**src/design/pmul_pkg.sv**
```systemverilog
// ----------------------------------------------------------------------------
// pmul_pkg
// Shared types and constants for the polynomial multiply core.
// ----------------------------------------------------------------------------
`default_nettype none

package pmul_pkg;

  localparam int MAX_DEGREE_DEF = 31;
  localparam int COEF_WIDTH_DEF = 16;

  localparam int OPCODE_W = 2;
  localparam int INDEX_W  = 5;
  localparam int VALUE_W  = 16;
  localparam int DEGREE_W = 5;
  localparam int POWER_W  = 6;
  localparam int PROD_W   = 37;
  localparam int APB_AW   = 3;
  localparam int APB_DW   = 32;

  localparam logic [OPCODE_W-1:0] OP_LOAD_P   = 2'd0;
  localparam logic [OPCODE_W-1:0] OP_LOAD_Q   = 2'd1;
  localparam logic [OPCODE_W-1:0] OP_MULTIPLY = 2'd2;

  localparam logic REG_DEGREE_P = 1'b0;
  localparam logic REG_DEGREE_Q = 1'b1;

  typedef struct packed {
    logic valid;
    logic first;
  } mac_ctl_t;

endpackage

`default_nettype wire

```
**src/design/pmul_ram.sv**
```systemverilog
// ----------------------------------------------------------------------------
// pmul_ram
// Simple dual-port synchronous RAM, one write and one registered read port.
// ----------------------------------------------------------------------------
`default_nettype none

module pmul_ram #(
  parameter int WIDTH = 16,
  parameter int DEPTH = 32,
  localparam int AW = $clog2(DEPTH)
) (
  input  wire logic             clk,
  input  wire logic             we,
  input  wire logic [AW-1:0]    waddr,
  input  wire logic [WIDTH-1:0] wdata,
  input  wire logic [AW-1:0]    raddr,
  output logic      [WIDTH-1:0] rdata
);

  logic [WIDTH-1:0] mem [DEPTH];

  always_ff @(posedge clk) begin
    if (we) begin
      mem[waddr] <= wdata;
    end
    rdata <= mem[raddr];
  end

endmodule

`default_nettype wire

```
**src/design/pmul_mac.sv**
```systemverilog
// ----------------------------------------------------------------------------
// pmul_mac
// Multiply-accumulate pipeline around the product-sum memory.
// ----------------------------------------------------------------------------
`default_nettype none

module pmul_mac
  import pmul_pkg::*;
#(
  parameter int MAX_DEGREE = MAX_DEGREE_DEF,
  parameter int COEF_WIDTH = COEF_WIDTH_DEF,
  localparam int AW    = $clog2(MAX_DEGREE + 1),
  localparam int NSUM  = 2 * MAX_DEGREE + 1,
  localparam int KW    = $clog2(NSUM),
  localparam int SW    = 2 * COEF_WIDTH + AW
) (
  input  wire logic                  clk,
  input  wire logic                  rst,
  input  wire mac_ctl_t              ctl,
  input  wire logic [KW-1:0]         k,
  input  wire logic [COEF_WIDTH-1:0] p_coef,
  input  wire logic [COEF_WIDTH-1:0] q_coef,
  input  wire logic [KW-1:0]         emit_addr,
  output logic      [SW-1:0]         sum_rdata,
  output logic                       busy
);

  logic                         s1_valid;
  logic                         s1_first;
  logic [KW-1:0]                s1_k;
  logic                         s2_valid;
  logic                         s2_first;
  logic [KW-1:0]                s2_k;
  logic signed [2*COEF_WIDTH-1:0] s2_prod;
  logic                         last_valid;
  logic [KW-1:0]                last_k;
  logic signed [SW-1:0]         last_wdata;
  logic signed [SW-1:0]         prod_ext;
  logic signed [SW-1:0]         base;
  logic signed [SW-1:0]         wdata;
  logic [KW-1:0]                raddr;

  always_ff @(posedge clk) begin
    if (rst) begin
      s1_valid   <= 1'b0;
      s2_valid   <= 1'b0;
      last_valid <= 1'b0;
    end else begin
      s1_valid   <= ctl.valid;
      s2_valid   <= s1_valid;
      last_valid <= s2_valid;
    end
  end

  always_ff @(posedge clk) begin
    s1_first   <= ctl.first;
    s1_k       <= k;
    s2_first   <= s1_first;
    s2_k       <= s1_k;
    s2_prod    <= signed'(p_coef) * signed'(q_coef);
    last_k     <= s2_k;
    last_wdata <= wdata;
  end

  // back-to-back hit on the same sum: take the value just written
  assign prod_ext = SW'(s2_prod);
  assign base     = (last_valid && (last_k == s2_k)) ? last_wdata : signed'(sum_rdata);
  assign wdata    = s2_first ? prod_ext : base + prod_ext;
  assign raddr    = s1_valid ? s1_k : emit_addr;
  assign busy     = s1_valid || s2_valid;

  pmul_ram #(
    .WIDTH (SW),
    .DEPTH (NSUM)
  ) u_sum_ram (
    .clk   (clk),
    .we    (s2_valid),
    .waddr (s2_k),
    .wdata (wdata),
    .raddr (raddr),
    .rdata (sum_rdata)
  );

endmodule

`default_nettype wire

```
**src/design/polynomial_multiply_core.sv**
```systemverilog
// ----------------------------------------------------------------------------
// polynomial_multiply_core
// Integer polynomial product by direct convolution over coefficient memories.
// ----------------------------------------------------------------------------
//  channel | signals                                   | carries
//  in      | in_valid/in_ready                         | opcode, coef_index, coef_value
//  out     | out_valid/out_ready                       | power, product_coef, last
//  cfg     | psel/penable/pwrite/paddr/pwdata/prdata   | degree_p, degree_q
//
//  Load: the value goes into the P or Q RAM. Multiply: a MAC pass over every
//  (i, j) pair through the single read port of each coefficient RAM, a pipeline
//  drain, then each product coefficient through the sum RAM read port.
//  No clearing pass: the first touch of each sum writes instead of adding.
//  in_ready is low from a multiply until its last coefficient is registered.
//  Reset is synchronous and clears control state and degree registers.
// ----------------------------------------------------------------------------
`default_nettype none

module polynomial_multiply_core
  import pmul_pkg::*;
#(
  parameter int MAX_DEGREE = MAX_DEGREE_DEF,
  parameter int COEF_WIDTH = COEF_WIDTH_DEF
) (
  input  wire logic                       clk,
  input  wire logic                       rst,
  input  wire logic                       in_valid,
  output logic                            in_ready,
  input  wire logic [OPCODE_W-1:0]        opcode,
  input  wire logic [INDEX_W-1:0]         coef_index,
  input  wire logic signed [VALUE_W-1:0]  coef_value,
  output logic                            out_valid,
  input  wire logic                       out_ready,
  output logic [POWER_W-1:0]              power,
  output logic signed [PROD_W-1:0]        product_coef,
  output logic                            last,
  input  wire logic                       psel,
  input  wire logic                       penable,
  input  wire logic                       pwrite,
  input  wire logic [APB_AW-1:0]          paddr,
  input  wire logic [APB_DW-1:0]          pwdata,
  output logic [APB_DW-1:0]               prdata,
  output logic                            pready
);

  localparam int AW   = $clog2(MAX_DEGREE + 1);
  localparam int NSUM = 2 * MAX_DEGREE + 1;
  localparam int KW   = $clog2(NSUM);
  localparam int SW   = 2 * COEF_WIDTH + AW;

  typedef enum logic [4:0] {
    ST_IDLE    = 5'b00001,
    ST_MAC     = 5'b00010,
    ST_DRAIN   = 5'b00100,
    ST_EMIT_RD = 5'b01000,
    ST_EMIT_LD = 5'b10000
  } state_t;

  state_t                  state;
  state_t                  state_next;
  logic [DEGREE_W-1:0]     degree_p;
  logic [DEGREE_W-1:0]     degree_q;
  logic [AW-1:0]           dp;
  logic [AW-1:0]           dq;
  logic [AW-1:0]           i_cnt;
  logic [AW-1:0]           j_cnt;
  logic [KW-1:0]           emit_k;
  logic [KW-1:0]           total_k;
  logic                    in_xfer;
  logic                    out_xfer;
  logic                    idx_ok;
  logic [COEF_WIDTH-1:0]   load_val;
  logic [COEF_WIDTH-1:0]   p_coef;
  logic [COEF_WIDTH-1:0]   q_coef;
  logic [SW-1:0]           sum_rdata;
  logic                    mac_busy;
  mac_ctl_t                mac_ctl;
  logic [KW-1:0]           mac_k;
  logic                    mac_row_end;
  logic                    mac_done;
  logic                    emit_go;

  // configuration
  assign pready = 1'b1;

  always_ff @(posedge clk) begin
    if (rst) begin
      degree_p <= '0;
      degree_q <= '0;
    end else if (psel && penable && pwrite) begin
      case (paddr[2])
        REG_DEGREE_P: degree_p <= pwdata[DEGREE_W-1:0];
        REG_DEGREE_Q: degree_q <= pwdata[DEGREE_W-1:0];
        default: ;
      endcase
    end
  end

  always_comb begin
    case (paddr[2])
      REG_DEGREE_P: prdata = APB_DW'(degree_p);
      REG_DEGREE_Q: prdata = APB_DW'(degree_q);
      default:      prdata = '0;
    endcase
  end

  assign dp      = (degree_p > DEGREE_W'(MAX_DEGREE)) ? AW'(MAX_DEGREE) : AW'(degree_p);
  assign dq      = (degree_q > DEGREE_W'(MAX_DEGREE)) ? AW'(MAX_DEGREE) : AW'(degree_q);
  assign total_k = KW'(dp) + KW'(dq);

  // input side
  assign in_ready = (state == ST_IDLE) && !rst;
  assign in_xfer  = in_valid && in_ready;
  assign out_xfer = out_valid && out_ready;
  assign idx_ok   = (coef_index <= INDEX_W'(MAX_DEGREE));
  assign load_val = COEF_WIDTH'(coef_value);

  pmul_ram #(
    .WIDTH (COEF_WIDTH),
    .DEPTH (MAX_DEGREE + 1)
  ) u_p_ram (
    .clk   (clk),
    .we    (in_xfer && idx_ok && (opcode == OP_LOAD_P)),
    .waddr (coef_index[AW-1:0]),
    .wdata (load_val),
    .raddr (i_cnt),
    .rdata (p_coef)
  );

  pmul_ram #(
    .WIDTH (COEF_WIDTH),
    .DEPTH (MAX_DEGREE + 1)
  ) u_q_ram (
    .clk   (clk),
    .we    (in_xfer && idx_ok && (opcode == OP_LOAD_Q)),
    .waddr (coef_index[AW-1:0]),
    .wdata (load_val),
    .raddr (j_cnt),
    .rdata (q_coef)
  );

  // MAC issue
  assign mac_ctl.valid = (state == ST_MAC);
  assign mac_ctl.first = (i_cnt == '0) || (j_cnt == dq);
  assign mac_k         = KW'(i_cnt) + KW'(j_cnt);
  assign mac_row_end   = (j_cnt == dq);
  assign mac_done      = mac_row_end && (i_cnt == dp);
  assign emit_go       = !out_valid || out_ready;

  pmul_mac #(
    .MAX_DEGREE (MAX_DEGREE),
    .COEF_WIDTH (COEF_WIDTH)
  ) u_mac (
    .clk       (clk),
    .rst       (rst),
    .ctl       (mac_ctl),
    .k         (mac_k),
    .p_coef    (p_coef),
    .q_coef    (q_coef),
    .emit_addr (emit_k),
    .sum_rdata (sum_rdata),
    .busy      (mac_busy)
  );

  always_comb begin
    state_next = state;
    case (state)
      ST_IDLE: begin
        if (in_xfer && (opcode == OP_MULTIPLY)) begin
          state_next = ST_MAC;
        end
      end
      ST_MAC: begin
        if (mac_done) begin
          state_next = ST_DRAIN;
        end
      end
      ST_DRAIN: begin
        if (!mac_busy) begin
          state_next = ST_EMIT_RD;
        end
      end
      ST_EMIT_RD: begin
        if (emit_go) begin
          state_next = ST_EMIT_LD;
        end
      end
      ST_EMIT_LD: begin
        state_next = (emit_k == total_k) ? ST_IDLE : ST_EMIT_RD;
      end
      default: state_next = ST_IDLE;
    endcase
  end

  always_ff @(posedge clk) begin
    if (rst) begin
      state     <= ST_IDLE;
      out_valid <= 1'b0;
      i_cnt     <= '0;
      j_cnt     <= '0;
      emit_k    <= '0;
    end else begin
      state <= state_next;
      if (state == ST_EMIT_LD) begin
        out_valid <= 1'b1;
      end else if (out_xfer) begin
        out_valid <= 1'b0;
      end
      case (state)
        ST_IDLE: begin
          i_cnt  <= '0;
          j_cnt  <= '0;
          emit_k <= '0;
        end
        ST_MAC: begin
          if (mac_row_end) begin
            j_cnt <= '0;
            if (!mac_done) begin
              i_cnt <= i_cnt + AW'(1);
            end
          end else begin
            j_cnt <= j_cnt + AW'(1);
          end
        end
        ST_EMIT_LD: begin
          emit_k <= emit_k + KW'(1);
        end
        default: ;
      endcase
    end
  end

  always_ff @(posedge clk) begin
    if (state == ST_EMIT_LD) begin
      power        <= POWER_W'(emit_k);
      product_coef <= PROD_W'(signed'(sum_rdata));
      last         <= (emit_k == total_k);
    end
  end

endmodule

`default_nettype wire

```
**config.mk**
```make
export PLATFORM = sky130hd
export DESIGN_NAME = polynomial_multiply_core
export DESIGN_NICKNAME = d
export VERILOG_FILES = /design/src/design/pmul_pkg.sv /design/src/design/pmul_ram.sv /design/src/design/pmul_mac.sv /design/src/design/polynomial_multiply_core.sv
export SDC_FILE = /design/constraint.sdc
export NUM_CORES = 2
export LEC_CHECK = 0
export ABC_CLOCK_PERIOD_IN_PS = 6570
export BUFFER_PORTS_ARGS = -buffer_cell sky130_fd_sc_hd__buf_2
export CAP_MARGIN = 20
export CORE_UTILIZATION = 55
export CTS_CLUSTER_DIAMETER = 30
export CTS_CLUSTER_SIZE = 24
export DETAILED_ROUTE_END_ITERATION = 7
export PLACE_DENSITY_LB_ADDON = 0.1
export SKIP_CTS_REPAIR_TIMING = 1
export SLEW_MARGIN = 20
export SYNTH_ARGS = -nofsm -noshare
export SYNTH_HDL_FRONTEND = slang
export SYNTH_HIERARCHICAL = 1
export SYNTH_SLANG_ARGS = --single-unit
```
**constraint.sdc**
```tcl
create_clock -name clk -period 6.57 [get_ports clk]
set_input_delay 0.3285 -clock clk [delete_from_list [all_inputs] [get_ports clk]]
set_output_delay 0.3285 -clock clk [all_outputs]
set_load 0.05 [all_outputs]
```
==> metrics.md <==
| Metric | Value |
|---|---|
| Synthesis warning total | 6 |
| Worst path slowest cell | fa_1 |
| Chip width | 524.1 um |
| DRT Wirelength | 396800 um |
| Share of cells above drive strength 1 | 0.2392 |
| Failing checks | negative hold slack |
| Setup CP Type | register to register |
| Slew Viols, Final | 0 |
| CTS tree | done |
| Die Footprint | 0.2747 mm^2 |
| Synth top area share | 0.6808 |
| Max-slew headroom | 0.1941 |
| Die Y | 524.1 um |
| FFs w/ async S/R, synth | 0 |
| Clock Tree Buf Depth | 4 |
| Crit share post-route | 0.9575 |
| Crit. Startpoint | u_q_ram/rdata[7] |
| Crit-path max FO | 15 |
| Sequential share of the synthesized area | 0.7065 |
| Critical path required time | 7.43 ns |
| Synth top area cells | edfxtp_1, mux4_2, mux2i_1 |
| Placed instance area | 0.1560 mm^2 |
| Rows | 191 |
| Pre-antenna DRT Iters | 6 |
| First-pass GRT wire length | 567400 um |
| Critical Path AT | 7.15 ns |
| Num CTS Buffers | 617 |
| Initial antenna violation count | 15 |
| Crit start category | register |
| Pin count of the biggest net entering global routing | 97 |
| CP Capture Type | register |
| Htree depth | 6 |
| Ys flop type | edfxtp_1 |
| Post-synth EDFFs | 3399 |
| Clock Skews | 0.07398 ns |
| Finished Cell Area | 0.1782 mm^2 |
| Final hold violation count | 12 |
| GP Congestion | 0.8473 |
| Pwr Total | 0.06301 W |
| WL per Instance | 30.58 um |
| Peak supply drop | 293.8 uV |
| Via count | 80340 |
| Yosys cell types | 89 |
| Final HPWL from detailed placement | 237200 um |
| Buffers and inverters on the worst path | 6 |
| Cell Pwr Density | 353.6 mW/mm^2 |
| Synthesis-to-finish area growth | 18.84% |
| Max_cap viols | 0 |
| Hold_sp | coef_value[12] |
| All-layer global routing usage | 0.2896 |
| Nets | 9328 |
| Clk sink count | 3592 |
| Most frequent CP cell | fa_1 |
| Clk slew on worst S/H paths | 0.05 ns |
| Setup Viol. Count Final | 0 |
| Vias in the first global route | 81030 |
| Post-detailed-route via-to-cell ratio | 6.191 |
| RR Startpoint | u_q_ram/rdata[7] |
| Count of buffers from port buffering | 86 |
| Iter 0 DRT Violations | 8664 |
| Least-Margin Pin Slew | 1.209 ns |
| Floorplan core area | 0.2710 mm^2 |
| GR Overflow Total | 0 |
| Top-count cell post-synth | edfxtp_1 |
| Yosys reg bits | 3592 |
| Final ANT Viol Nets | 0 |
| CP top delay family | adder cells |
| CTS root buf | clkbuf_16 |
| Top post-synthesis cells by count | edfxtp_1, mux2i_1, mux4_2 |
| Syn Std Cell Area | 0.1499 mm^2 |
| Final worst path period need | 6.291 ns |
| Mean post-synth cell area | 18.19 um^2 |
| Area leader, netlist | edfxtp_1 |
| I/O pin count | 144 |
| Clock Latency Late Sink | 1.03 ns |
| F_max | 159.0 MHz |
| # DRC | 0 |
| Hold Worst Slack | -0.01410 ns |
| Status | finished, violations left |
| Leakage | 58.42 nW |
| CP max stage delay | 0.55 ns |
| Worst hold path type | input pin to register |
| Initial Utilization | 0.5532 |
| Worst path cell trace | buf_4 > nand2_1 > fa_1 > inv_1 > fa_1 > inv_1 > fa_1 > inv_1 > fa_1 > fa_1 > inv_1 > fa_1 > inv_1 > ha_1 > a211oi_2 > o21ai_1 > o311a_4 > a221oi_4 > o21ai_2 > or4_1 > a31o_1 > a21oi_2 > xnor2_1 |
| Cells after synthesis | 8243 |
==> final cells by class <==
type | instances | area (um^2)
diodes | 20 | 50.05
inverters | 332 | 1249
well taps | 3570 | 4467
fillers | 18280 | 92830
multi-input cells | 3893 | 41080
flip-flops and latches | 3592 | 106000
repair buffers | 430 | 3551
clock buffers | 706 | 15980
clock inverters | 433 | 5834
==> flip-flops by register name, summed over array words and instances (netlist names), 6 cells and up <==
signal and cells:
u_mac/last_wdata 37, u_p_ram/mem 512, u_mac/s1_k 6, emit_k 6, u_mac/last_k 6, power 6, u_mac/s2_k 6, u_p_ram/rdata 16
product_coef 37, u_q_ram/rdata 16, u_mac/s2_prod 32, u_mac/u_sum_ram/rdata 37, u_q_ram/mem 512, u_mac/u_sum_ram/mem 2331
==> per-stage QoR <==
| stage | setup TNS (ns) | std cells | utilization | setup slack (ns) |
|---|---|---|---|---|
| 3_5_place_dp | -0.002462 | 11790 | 0.5756 | -0.002462 |
| 6_report | 0 | 12980 | 0.6574 | 0.2790 |
| 3_3_place_gp | 0 | 11790 | 0.5754 | 0.02326 |
| 4_1_cts | -0.01336 | 12930 | 0.6561 | -0.01336 |
| 5_1_grt | -0.003460 | 12970 | 0.6574 | -0.003460 |
| 2_1_floorplan | 0 | 8269 | - | 0.005491 |
==> cell families (layout without fill, tap and decap cells) <==
| kind of cell | Yosys count | in the layout | synth area share |
|---|---|---|---|
| AOI/OAI and AO/OA | 830 | 830 | 0.03760 |
| other | 2 | 48 | 0.00005009 |
| muxes | 1458 | 1458 | 0.1411 |
| and+or+nand+nor | 1084 | 1084 | 0.03482 |
| xor gates and xnor gates | 96 | 96 | 0.005608 |
| adders and majority gates | 397 | 397 | 0.04640 |
| buffers and inverters | 784 | 1901 | 0.02783 |
| DFF | 3592 | 3592 | 0.7065 |
==> final timing paths <==
kind / to / slack [ns] / depth (start not counted)
worst max-delay path: u_mac/s2_prod[31] / 0.28 / 23
worst min-delay path: u_q_ram/mem[21][12] / -0.01 / 2
worst max register to register: u_mac/s2_prod[31] / 0.28 / 23
worst min register to register: u_mac/s2_k[3] / 0.35 / 0
==> layout by cell type, fill, tap and decap left out, types with 176 or more instances in the layout <==
cell type / n
fa_1: 264
inv_1: 329
dfxtp_1: 176
buf_4: 284
edfxtp_1: 3399
mux2i_1: 853
a21oi_1: 190
mux4_2: 516
clkbuf_16: 622
nand2_1: 345
==> where the power goes <==
| group | total, W | internal (W) | switching, W |
|---|---|---|---|
| registers | 0.0267 | 0.0265 | 0.000115 |
| logic | 0.00351 | 0.000780 | 0.00273 |
| clock network | 0.0328 | 0.0212 | 0.0116 |
| total | 0.0630 | 0.0486 | 0.0144 |
==> per-layer routing <==
metal | up-vias | track usage | wire length (um)
met3 | 690 | 0.04413 | 29920
met4 | 0 | 0.1156 | 15420
met1 | 42260 | 0.3945 | 157100
met2 | 3646 | 0.4728 | 194400
li1 | 33750 | - | -
met5 | - | 0 | 0
Power figures use the tool's default switching activity.
